===== src/hw/rtl/mm3_pkg.sv =====
// Shared types, constants and helper functions for the MurmurHash3 stream hasher.
// No dependencies; imported by every module of the block.
package mm3_pkg;

	localparam logic [31:0] C1      = 32'hcc9e2d51;
	localparam logic [31:0] C2      = 32'h1b873593;
	localparam logic [31:0] MIX_ADD = 32'he6546b64;
	localparam logic [31:0] F1      = 32'h85ebca6b;
	localparam logic [31:0] F2      = 32'hc2b2ae35;

	localparam logic [2:0] NB_NONE  = 3'd0;
	localparam logic [2:0] NB_ONE   = 3'd1;
	localparam logic [2:0] NB_TWO   = 3'd2;
	localparam logic [2:0] NB_THREE = 3'd3;
	localparam logic [2:0] NB_FULL  = 3'd4;

	typedef struct packed {
		logic [31:0] k;
		logic [2:0]  nb;
		logic        last;
	} blk_t;

	function automatic logic [31:0] byte_mask(input logic [2:0] nb);
		logic [31:0] m;
		case (nb)
			NB_NONE:  m = 32'h0000_0000;
			NB_ONE:   m = 32'h0000_00ff;
			NB_TWO:   m = 32'h0000_ffff;
			NB_THREE: m = 32'h00ff_ffff;
			default:  m = 32'hffff_ffff;
		endcase
		return m;
	endfunction

	function automatic logic [31:0] rotl15(input logic [31:0] x);
		return {x[16:0], x[31:17]};
	endfunction

	function automatic logic [31:0] rotl13(input logic [31:0] x);
		return {x[18:0], x[31:19]};
	endfunction

endpackage


===== src/hw/rtl/mm3_front.sv =====
// Front end: accepts key words, resolves the byte count and masks the tail,
// then scrambles each block over two multiplier stages. Depends on mm3_pkg.
module mm3_front (
	input  logic          clk,
	input  logic          arst_n,
	input  logic          s_tvalid,
	output logic          s_tready,
	input  logic [39:0]   s_tdata,   // [31:0] data_word, [34:32] valid_bytes, [39:35] zero
	input  logic          s_tlast,
	output logic          q_valid,
	input  logic          q_ready,
	output mm3_pkg::blk_t q_data
);
	import mm3_pkg::*;

	logic        v_s1, v_s2;
	logic [31:0] p_s1;
	logic [2:0]  nb_s1;
	logic        last_s1;
	blk_t        blk_s2;
	logic        adv1, adv2, s_fire;
	logic [2:0]  nb_in;
	logic [31:0] word_in;

	assign adv2     = !v_s2 || q_ready;
	assign adv1     = !v_s1 || adv2;
	assign s_tready = adv1;
	assign s_fire   = s_tvalid && s_tready;

	always_comb begin
		if (!s_tlast || s_tdata[34:32] > NB_FULL) begin
			nb_in = NB_FULL;
		end else begin
			nb_in = s_tdata[34:32];
		end
		word_in = s_tdata[31:0] & byte_mask(nb_in);
	end

	always_ff @(posedge clk or negedge arst_n) begin
		if (!arst_n) begin
			v_s1 <= 1'b0;
			v_s2 <= 1'b0;
		end else begin
			if (adv1) begin
				v_s1 <= s_fire;
			end
			if (adv2) begin
				v_s2 <= v_s1;
			end
		end
	end

	always_ff @(posedge clk) begin
		if (adv1 && s_fire) begin
			p_s1    <= word_in * C1;
			nb_s1   <= nb_in;
			last_s1 <= s_tlast;
		end
		if (adv2 && v_s1) begin
			blk_s2.k    <= rotl15(p_s1) * C2;
			blk_s2.nb   <= nb_s1;
			blk_s2.last <= last_s1;
		end
	end

	assign q_valid = v_s2;
	assign q_data  = blk_s2;

`ifndef SYNTHESIS
	a_stall_only_when_full: assert property (@(posedge clk) disable iff (!arst_n)
		!s_tready |-> (v_s1 && v_s2 && !q_ready))
		else $error("front stalled with room in the pipeline");
	a_nb_range: assert property (@(posedge clk) disable iff (!arst_n)
		v_s2 |-> (blk_s2.nb <= NB_FULL))
		else $error("byte count above four");
	a_nonlast_full: assert property (@(posedge clk) disable iff (!arst_n)
		(v_s2 && !blk_s2.last) |-> (blk_s2.nb == NB_FULL))
		else $error("inner block not full");
`endif

endmodule


===== src/hw/rtl/mm3_fifo.sv =====
// Small queue that decouples the scramble front end from the hash back end.
// Depends on mm3_pkg for the entry type.
module mm3_fifo #(
	parameter int DEPTH = 4
) (
	input  logic          clk,
	input  logic          arst_n,
	input  logic          push,
	input  mm3_pkg::blk_t push_data,
	output logic          full,
	input  logic          pop,
	output mm3_pkg::blk_t pop_data,
	output logic          not_empty
);
	import mm3_pkg::*;

	localparam int AW = (DEPTH > 1) ? $clog2(DEPTH) : 1;
	localparam int CW = $clog2(DEPTH + 1);
	localparam logic [AW-1:0] LAST_PTR = AW'(DEPTH - 1);
	localparam logic [CW-1:0] FULL_CNT = CW'(DEPTH);

	blk_t          mem_q [DEPTH];
	logic [AW-1:0] wr_ptr_q, rd_ptr_q;
	logic [CW-1:0] cnt_q;
	logic          do_push, do_pop;

	assign full      = (cnt_q == FULL_CNT);
	assign not_empty = (cnt_q != '0);
	assign do_push   = push && !full;
	assign do_pop    = pop && not_empty;
	assign pop_data  = mem_q[rd_ptr_q];

	always_ff @(posedge clk or negedge arst_n) begin
		if (!arst_n) begin
			wr_ptr_q <= '0;
			rd_ptr_q <= '0;
			cnt_q    <= '0;
		end else begin
			if (do_push) begin
				wr_ptr_q <= (wr_ptr_q == LAST_PTR) ? '0 : wr_ptr_q + 1'b1;
			end
			if (do_pop) begin
				rd_ptr_q <= (rd_ptr_q == LAST_PTR) ? '0 : rd_ptr_q + 1'b1;
			end
			if (do_push && !do_pop) begin
				cnt_q <= cnt_q + 1'b1;
			end else if (do_pop && !do_push) begin
				cnt_q <= cnt_q - 1'b1;
			end
		end
	end

	always_ff @(posedge clk) begin
		if (do_push) begin
			mem_q[wr_ptr_q] <= push_data;
		end
	end

`ifndef SYNTHESIS
	a_cnt_bound: assert property (@(posedge clk) disable iff (!arst_n)
		cnt_q <= FULL_CNT)
		else $error("queue count overflow");
	a_cnt_track: assert property (@(posedge clk) disable iff (!arst_n)
		(do_push && !do_pop) |=> (cnt_q == $past(cnt_q) + 1'b1))
		else $error("queue count missed a push");
	a_no_pop_empty: assert property (@(posedge clk) disable iff (!arst_n)
		(cnt_q == '0) |-> !do_pop)
		else $error("pop from empty queue");
`endif

endmodule


===== src/hw/rtl/mm3_back.sv =====
// Back end: folds scrambled blocks into the running hash, appends the length,
// runs the final avalanche and holds the result. Depends on mm3_pkg.
module mm3_back (
	input  logic          clk,
	input  logic          arst_n,
	input  logic          seed_we,
	input  logic [31:0]   seed_wdata,
	input  logic          q_valid,
	output logic          q_pop,
	input  mm3_pkg::blk_t q_data,
	output logic          m_tvalid,
	input  logic          m_tready,
	output logic [63:0]   m_tdata    // [31:0] hash, [63:32] total_length
);
	import mm3_pkg::*;

	typedef enum logic [3:0] {
		ST_ABSORB = 4'b0001,
		ST_FIN1   = 4'b0010,
		ST_FIN2   = 4'b0100,
		ST_FIN3   = 4'b1000
	} state_t;

	state_t      state_q;
	logic [31:0] seed_q, hash_q, count_q, fin_q, len_q;
	logic        in_string_q, out_v_q;
	logic [63:0] out_q;
	logic [31:0] h0, c0, hx, hr, hm, hb, cnt, hl, hf, f2_in;
	logic        out_free;

	assign q_pop    = (state_q == ST_ABSORB) && q_valid;
	assign out_free = !out_v_q || m_tready;

	always_comb begin
		h0    = in_string_q ? hash_q : seed_q;
		c0    = in_string_q ? count_q : 32'd0;
		hx    = h0 ^ q_data.k;
		hr    = rotl13(hx);
		hm    = (hr << 2) + hr + MIX_ADD;
		hb    = (q_data.nb == NB_FULL) ? hm : hx;
		cnt   = c0 + {29'd0, q_data.nb};
		hl    = hb ^ cnt;
		hf    = hl ^ (hl >> 16);
		f2_in = fin_q ^ (fin_q >> 13);
	end

	always_ff @(posedge clk or negedge arst_n) begin
		if (!arst_n) begin
			state_q     <= ST_ABSORB;
			seed_q      <= 32'd0;
			in_string_q <= 1'b0;
			out_v_q     <= 1'b0;
		end else begin
			if (seed_we) begin
				seed_q <= seed_wdata;
			end
			if (out_v_q && m_tready) begin
				out_v_q <= 1'b0;
			end
			case (state_q)
				ST_ABSORB: begin
					if (q_pop) begin
						in_string_q <= !q_data.last;
						if (q_data.last) begin
							state_q <= ST_FIN1;
						end
					end
				end
				ST_FIN1: state_q <= ST_FIN2;
				ST_FIN2: state_q <= ST_FIN3;
				ST_FIN3: begin
					if (out_free) begin
						out_v_q <= 1'b1;
						state_q <= ST_ABSORB;
					end
				end
				default: state_q <= ST_ABSORB;
			endcase
		end
	end

	always_ff @(posedge clk) begin
		case (state_q)
			ST_ABSORB: begin
				if (q_pop) begin
					if (q_data.last) begin
						fin_q <= hf;
						len_q <= cnt;
					end else begin
						hash_q  <= hm;
						count_q <= cnt;
					end
				end
			end
			ST_FIN1: fin_q <= fin_q * F1;
			ST_FIN2: fin_q <= f2_in * F2;
			ST_FIN3: begin
				if (out_free) begin
					out_q <= {len_q, fin_q ^ (fin_q >> 16)};
				end
			end
			default: fin_q <= fin_q;
		endcase
	end

	assign m_tvalid = out_v_q;
	assign m_tdata  = out_q;

`ifndef SYNTHESIS
	a_pop_absorb: assert property (@(posedge clk) disable iff (!arst_n)
		q_pop |-> (state_q == ST_ABSORB))
		else $error("queue popped outside absorb");
	a_finish_seq: assert property (@(posedge clk) disable iff (!arst_n)
		(state_q == ST_FIN1) |=> (state_q == ST_FIN2))
		else $error("finish sequence broken");
	a_last_ends_string: assert property (@(posedge clk) disable iff (!arst_n)
		(q_pop && q_data.last) |=> (!in_string_q && state_q == ST_FIN1))
		else $error("last word did not close the string");
	a_result_on_exit: assert property (@(posedge clk) disable iff (!arst_n)
		(state_q == ST_FIN3 && out_free) |=> out_v_q)
		else $error("finished hash not presented");
`endif

endmodule


===== src/hw/rtl/murmur3_32_stream_hash.sv =====
// Streaming MurmurHash3 x86_32: front scramble pipeline, queue, back-end hash fold.
// Path of a last word: the accepting edge loads scramble stage 1, then scramble stage 2, the
// queue, the fold and the avalanche/output states FIN1, FIN2 and FIN3 follow in that order.
// Throughput: one word per cycle for inner words unless the queue or fold unit stalls; a last
// word holds it in FIN1-FIN3. Reset (arst_n low) clears seed to 0, drops any partial string.
module murmur3_32_stream_hash #(
	parameter int FIFO_DEPTH = 4
) (
	input  logic        clk,
	input  logic        arst_n,
	input  logic        seed_we,
	input  logic [31:0] seed_wdata,
	input  logic        s_tvalid,
	output logic        s_tready,
	input  logic [39:0] s_tdata,    // [31:0] data_word, [34:32] valid_bytes, [39:35] zero
	input  logic        s_tlast,
	output logic        m_tvalid,
	input  logic        m_tready,
	output logic [63:0] m_tdata     // [31:0] hash, [63:32] total_length
);
	import mm3_pkg::*;

	blk_t f_data, b_data;
	logic f_valid, f_full, b_pop, b_valid;

	mm3_front u_front (
		.clk      (clk),
		.arst_n   (arst_n),
		.s_tvalid (s_tvalid),
		.s_tready (s_tready),
		.s_tdata  (s_tdata),
		.s_tlast  (s_tlast),
		.q_valid  (f_valid),
		.q_ready  (!f_full),
		.q_data   (f_data)
	);

	mm3_fifo #(
		.DEPTH (FIFO_DEPTH)
	) u_fifo (
		.clk       (clk),
		.arst_n    (arst_n),
		.push      (f_valid),
		.push_data (f_data),
		.full      (f_full),
		.pop       (b_pop),
		.pop_data  (b_data),
		.not_empty (b_valid)
	);

	mm3_back u_back (
		.clk        (clk),
		.arst_n     (arst_n),
		.seed_we    (seed_we),
		.seed_wdata (seed_wdata),
		.q_valid    (b_valid),
		.q_pop      (b_pop),
		.q_data     (b_data),
		.m_tvalid   (m_tvalid),
		.m_tready   (m_tready),
		.m_tdata    (m_tdata)
	);

endmodule

===== config.mk =====
export PLATFORM = sky130hd
export DESIGN_NAME = murmur3_32_stream_hash
export DESIGN_NICKNAME = d
export VERILOG_FILES = /design/src/hw/rtl/mm3_pkg.sv /design/src/hw/rtl/mm3_front.sv /design/src/hw/rtl/mm3_fifo.sv /design/src/hw/rtl/mm3_back.sv /design/src/hw/rtl/murmur3_32_stream_hash.sv
export SDC_FILE = /design/constraint.sdc
export NUM_CORES = 2
export LEC_CHECK = 0
export BUFFER_PORTS_ARGS = -buffer_cell sky130_fd_sc_hd__buf_2
export CAP_MARGIN = 5
export CORE_ASPECT_RATIO = 1.5
export CORE_MARGIN = 8
export CORE_UTILIZATION = 72
export CTS_BUF_LIST = sky130_fd_sc_hd__clkbuf_4
export CTS_CLUSTER_DIAMETER = 50
export CTS_CLUSTER_SIZE = 12
export DETAILED_ROUTE_END_ITERATION = 8
export PLACE_DENSITY = 0.91
export SYNTH_ARGS = -nofsm -noshare
export SYNTH_HDL_FRONTEND = slang
export SYNTH_SLANG_ARGS = --single-unit

===== constraint.sdc =====
create_clock -name clk -period 21.8 [get_ports clk]
set_input_delay 1.09 -clock clk [delete_from_list [all_inputs] [get_ports clk]]
set_output_delay 1.09 -clock clk [all_outputs]
set_load 0.1 [all_outputs]

==> results.txt <==
----------------------------------------------------
[Logic synthesis]
  Synthesized area ... 0.0538 sq mm
  Syn Inst Count ... 4840
  Number of storage elements in the synthesis netlist ... 455
  Portion of the post-synthesis area used by sequential elements ... 25.0%
  Post-synth top area cell ... sky130_fd_sc_hd__fa_1
  Fraction of post-synthesis cell area in the top cell type by area ... 27.0%
  Number of warnings printed during yosys synthesis ... 0
  Predominant post-synthesis flop cell ... sky130_fd_sc_hd__edfxtp_1
  Count of distinct cell types in the synthesized netlist ... 86
  Top cells by count, synth ... 1345 x sky130_fd_sc_hd__inv_1, 787 x sky130_fd_sc_hd__ha_1, 726 x sky130_fd_sc_hd__fa_1, 408 x sky130_fd_sc_hd__edfxtp_1, 272 x sky130_fd_sc_hd__xnor2_1
  Mean Syn Cell Area ... 11.1 sq um
  Most repeated cell in the gate-level netlist after synthesis ... sky130_fd_sc_hd__inv_1
  Synthesized net count ... 6431
  Count of flip-flops with a built-in enable after synthesis ... 408
  Async set or reset register ratio after synthesis ... 10.3%
  Cells taking the most area after synthesis ... sky130_fd_sc_hd__fa_1 27%, sky130_fd_sc_hd__edfxtp_1 23%, sky130_fd_sc_hd__ha_1 18%

[Route]
  Avg Vias per Cell ... 5.98
  Via count ... 36100
  Number of design-rule violations left by the first detailed-router iteration ... 2653
  Residual DRC ... 0
  ANT nets after route ... 0
  Total routed wirelength ... 146 mm
  DRT Pass-1 Iters ... 8
  WL/cell ... 24.1 um

[Clocking]
  Root buf cell ... sky130_fd_sc_hd__clkbuf_4
  Max H-tree Level ... 2
  Hold buffer count at cts ... 0
  Clock slew at reported path FFs ... 130 ps
  Resized Gates After CTS ... 0
  Clock tree from TritonCTS ... built
  Number of sinks handled by clock tree synthesis ... 455
  Clock insertion delay at the later pin of the skew report ... 910 ps
  Number of buffers added by the clock tree synthesis step ... 50
  Max clock buf depth ... 3
  Post-CTS Setup Bufs ... 0

[Setup path]
  Nature of the critical path startpoint ... register
  FF-to-FF Start ... u_back.fin_q[20]
  Worst Path Max Fanout ... 10
  Launch point of the worst path ... u_back.fin_q[20]
  Class of the most critical setup path ... register to register
  Arrival time worst endpoint ... 9100 ps
  Crit. End Element ... register
  Critical path data required time ... 22360 ps
  Worst-case reg-to-reg path depth ... 25

[Die]
  Die W ... 239 um
  Vert. Die Dim ... 351 um
  Area of the core region ... 0.0745 sq mm
  Initial Utilization ... 72.2%
  Number of rows in the core area ... 123
  I/O pin count ... 144
  Die Area ... 0.0839 sq mm

[STA]
  Max-slew violations ... 0
  Max-slew headroom ... 7.52%
  Clk_skew ... 66.9 ps
  Slew of the pin with the lowest slew margin ... 1380 ps
  Max Clk Rate ... 0.117 GHz
  Final critical-path share of the clock period ... 39.2%
  Final number of hold-violating endpoints ... 0
  Time the worst path needs with I/O delays and setup ... 8550 ps
  Setup TNS ... 0 ps
  Number of failing setup endpoints in the final timing report ... 0
  Unrepaired setup endpoints after global routing ... false

[Placed design]
  Routability Congestion ... 1.08
  IO Port Bufs ... 138
  Post-DP HPWL ... 122 mm

[Layout]
  Fill cell instance count of the final layout ... 4707
  Ratio of cells with drive above 1 in the final layout ... 7.19%
  P&R area growth vs syn ... 4.98%
  Final net count ... 6582

[Global route]
  Initial antenna violation count ... 4
  Total grt overflow ... 0
  Total global-route track usage ... 35.7%
  Wire length of the first global-routing pass ... 223 mm
  Vias in the first global route ... 39900
  Pin count of the biggest net entering global routing ... 65

[Flow run]
  Max_cap viols ... 0

[Worst hold path]
  Class of the tightest hold or removal check ... primary input to async pin

[Status]
  Result of the run ... finished clean

----------------------------------------------------
sequential cells by signal (all words and copies together), names as in the netlist:
signal / flops
u_front.p_s1: 32
u_front.q_data: 36
u_back.seed_q: 32
u_back.len_q: 32
u_back.state_q: 4
u_back.hash_q: 32
u_front.q_valid: 1
u_back.m_tvalid: 1
u_front.v_s1: 1
u_back.in_string_q: 1
u_fifo.wr_ptr_q: 2
u_fifo.rd_ptr_q: 2
u_fifo.mem_q: 144
u_fifo.cnt_q: 3
u_back.m_tdata: 64
u_back.count_q: 32
u_back.fin_q: 32
u_front.nb_s1: 3
u_front.last_s1: 1
area by class of cell:
| cell class | instances | area [sq um] | share of cell area (%) |
|---|---|---|---|
| Clock buffer | 77 | 578 | 1.02 |
| Clock inverter | 16 | 183 | 0.323 |
| Inverter | 1346 | 5050 | 8.95 |
| Sequential cell | 455 | 13400 | 23.8 |
| Antenna cell | 2 | 5.00 | 0.00886 |
| Timing Repair Buffer | 165 | 893 | 1.58 |
| Multi-Input combinational cell | 2973 | 35100 | 62.1 |
| Tap cell | 1000 | 1250 | 2.22 |
critical path, cell delays in order, from the launching register on:
cell and delay [ps]:
sky130_fd_sc_hd__edfxtp_1 830, sky130_fd_sc_hd__xnor2_1 650, sky130_fd_sc_hd__inv_1 200, sky130_fd_sc_hd__ha_1 440
sky130_fd_sc_hd__inv_1 90, sky130_fd_sc_hd__fa_1 430, sky130_fd_sc_hd__inv_1 110, sky130_fd_sc_hd__fa_1 410
sky130_fd_sc_hd__fa_1 460, sky130_fd_sc_hd__fa_1 570, sky130_fd_sc_hd__inv_1 60, sky130_fd_sc_hd__fa_1 520
sky130_fd_sc_hd__inv_1 50, sky130_fd_sc_hd__fa_1 510, sky130_fd_sc_hd__fa_1 430, sky130_fd_sc_hd__ha_1 410
sky130_fd_sc_hd__inv_1 100, sky130_fd_sc_hd__nor3_1 360, sky130_fd_sc_hd__and3_1 230, sky130_fd_sc_hd__o311a_1 180
sky130_fd_sc_hd__o21ai_0 180, sky130_fd_sc_hd__o21a_1 270, sky130_fd_sc_hd__o21ai_0 340, sky130_fd_sc_hd__xor2_1 120
sky130_fd_sc_hd__a32oi_1 160, sky130_fd_sc_hd__o21ai_1 110
cell usage in the layout (no fill, tap or decap), drive strengths merged, types with 7 or more instances in the layout:
| cell type | count |
|---|---|
| a211o | 8 |
| a211oi | 10 |
| a21o | 62 |
| a21oi | 107 |
| a221oi | 7 |
| a22oi | 17 |
| a31oi | 16 |
| and2 | 33 |
| and3 | 29 |
| and4 | 9 |
| buf | 165 |
| clkbuf | 77 |
| dfrtp | 46 |
| edfxtp | 408 |
| fa | 726 |
| ha | 787 |
| inv | 1353 |
| mux2 | 38 |
| mux2i | 43 |
| mux4 | 37 |
| nand2 | 130 |
| nand2b | 18 |
| nand3 | 38 |
| nand4 | 11 |
| nor2 | 136 |
| nor2b | 23 |
| nor3 | 23 |
| o211ai | 7 |
| o21a | 21 |
| o21ai | 96 |
| o21bai | 27 |
| o221ai | 10 |
| o31ai | 14 |
| or3 | 7 |
| xnor2 | 272 |
| xor2 | 134 |
logic make-up after synthesis:
family	Yosys count	synth area share [%]
XOR/XNOR	408	6.69
flip-flops	455	25.0
AND/OR/NAND/NOR	480	4.30
AO/OA/AOI/OAI	454	5.67
buffers and inverters	1412	9.90
adder cells (fa/ha/maj)	1513	45.3
multiplexers	118	3.14
worst paths after layout:
path / to / slack (ps)
worst max-delay path: u_back.fin_q[28] / 13250
worst min register to register: u_back.m_tdata[47] / 420
worst max register to register: u_back.fin_q[28] / 13250
worst min-delay path: u_back.seed_q[30] / 320
max in group asynchronous: u_front.q_valid / 20960
min in group clk: u_back.seed_q[9] / 400
stage by stage:
step           instance area [sq um]  cells  hold slack, ps  setup slack (ps)  util, %
2_1_floorplan                  53800   4840             400             14140        -
3_3_place_gp                   55700   5939             400             12660     74.8
3_5_place_dp                   55700   5939             405             12540     74.8
4_1_cts                        56500   6032             290             13340     75.8
5_1_grt                        56500   6034             355             12950     75.8
6_report                       56500   6034             320             13250     75.8
routing by layer:
layer	global-route usage [%]	part of all wire (%)	up-vias
li1	-	-	15800
met1	36.1	32	17800
met2	62.9	51	1775
met3	5.33	6.1	777
met4	32.6	11	2
met5	0	0.010	-
Power is not shown: default switching activity piles up to over one toggle a cycle in this logic, so the estimate is an artifact.
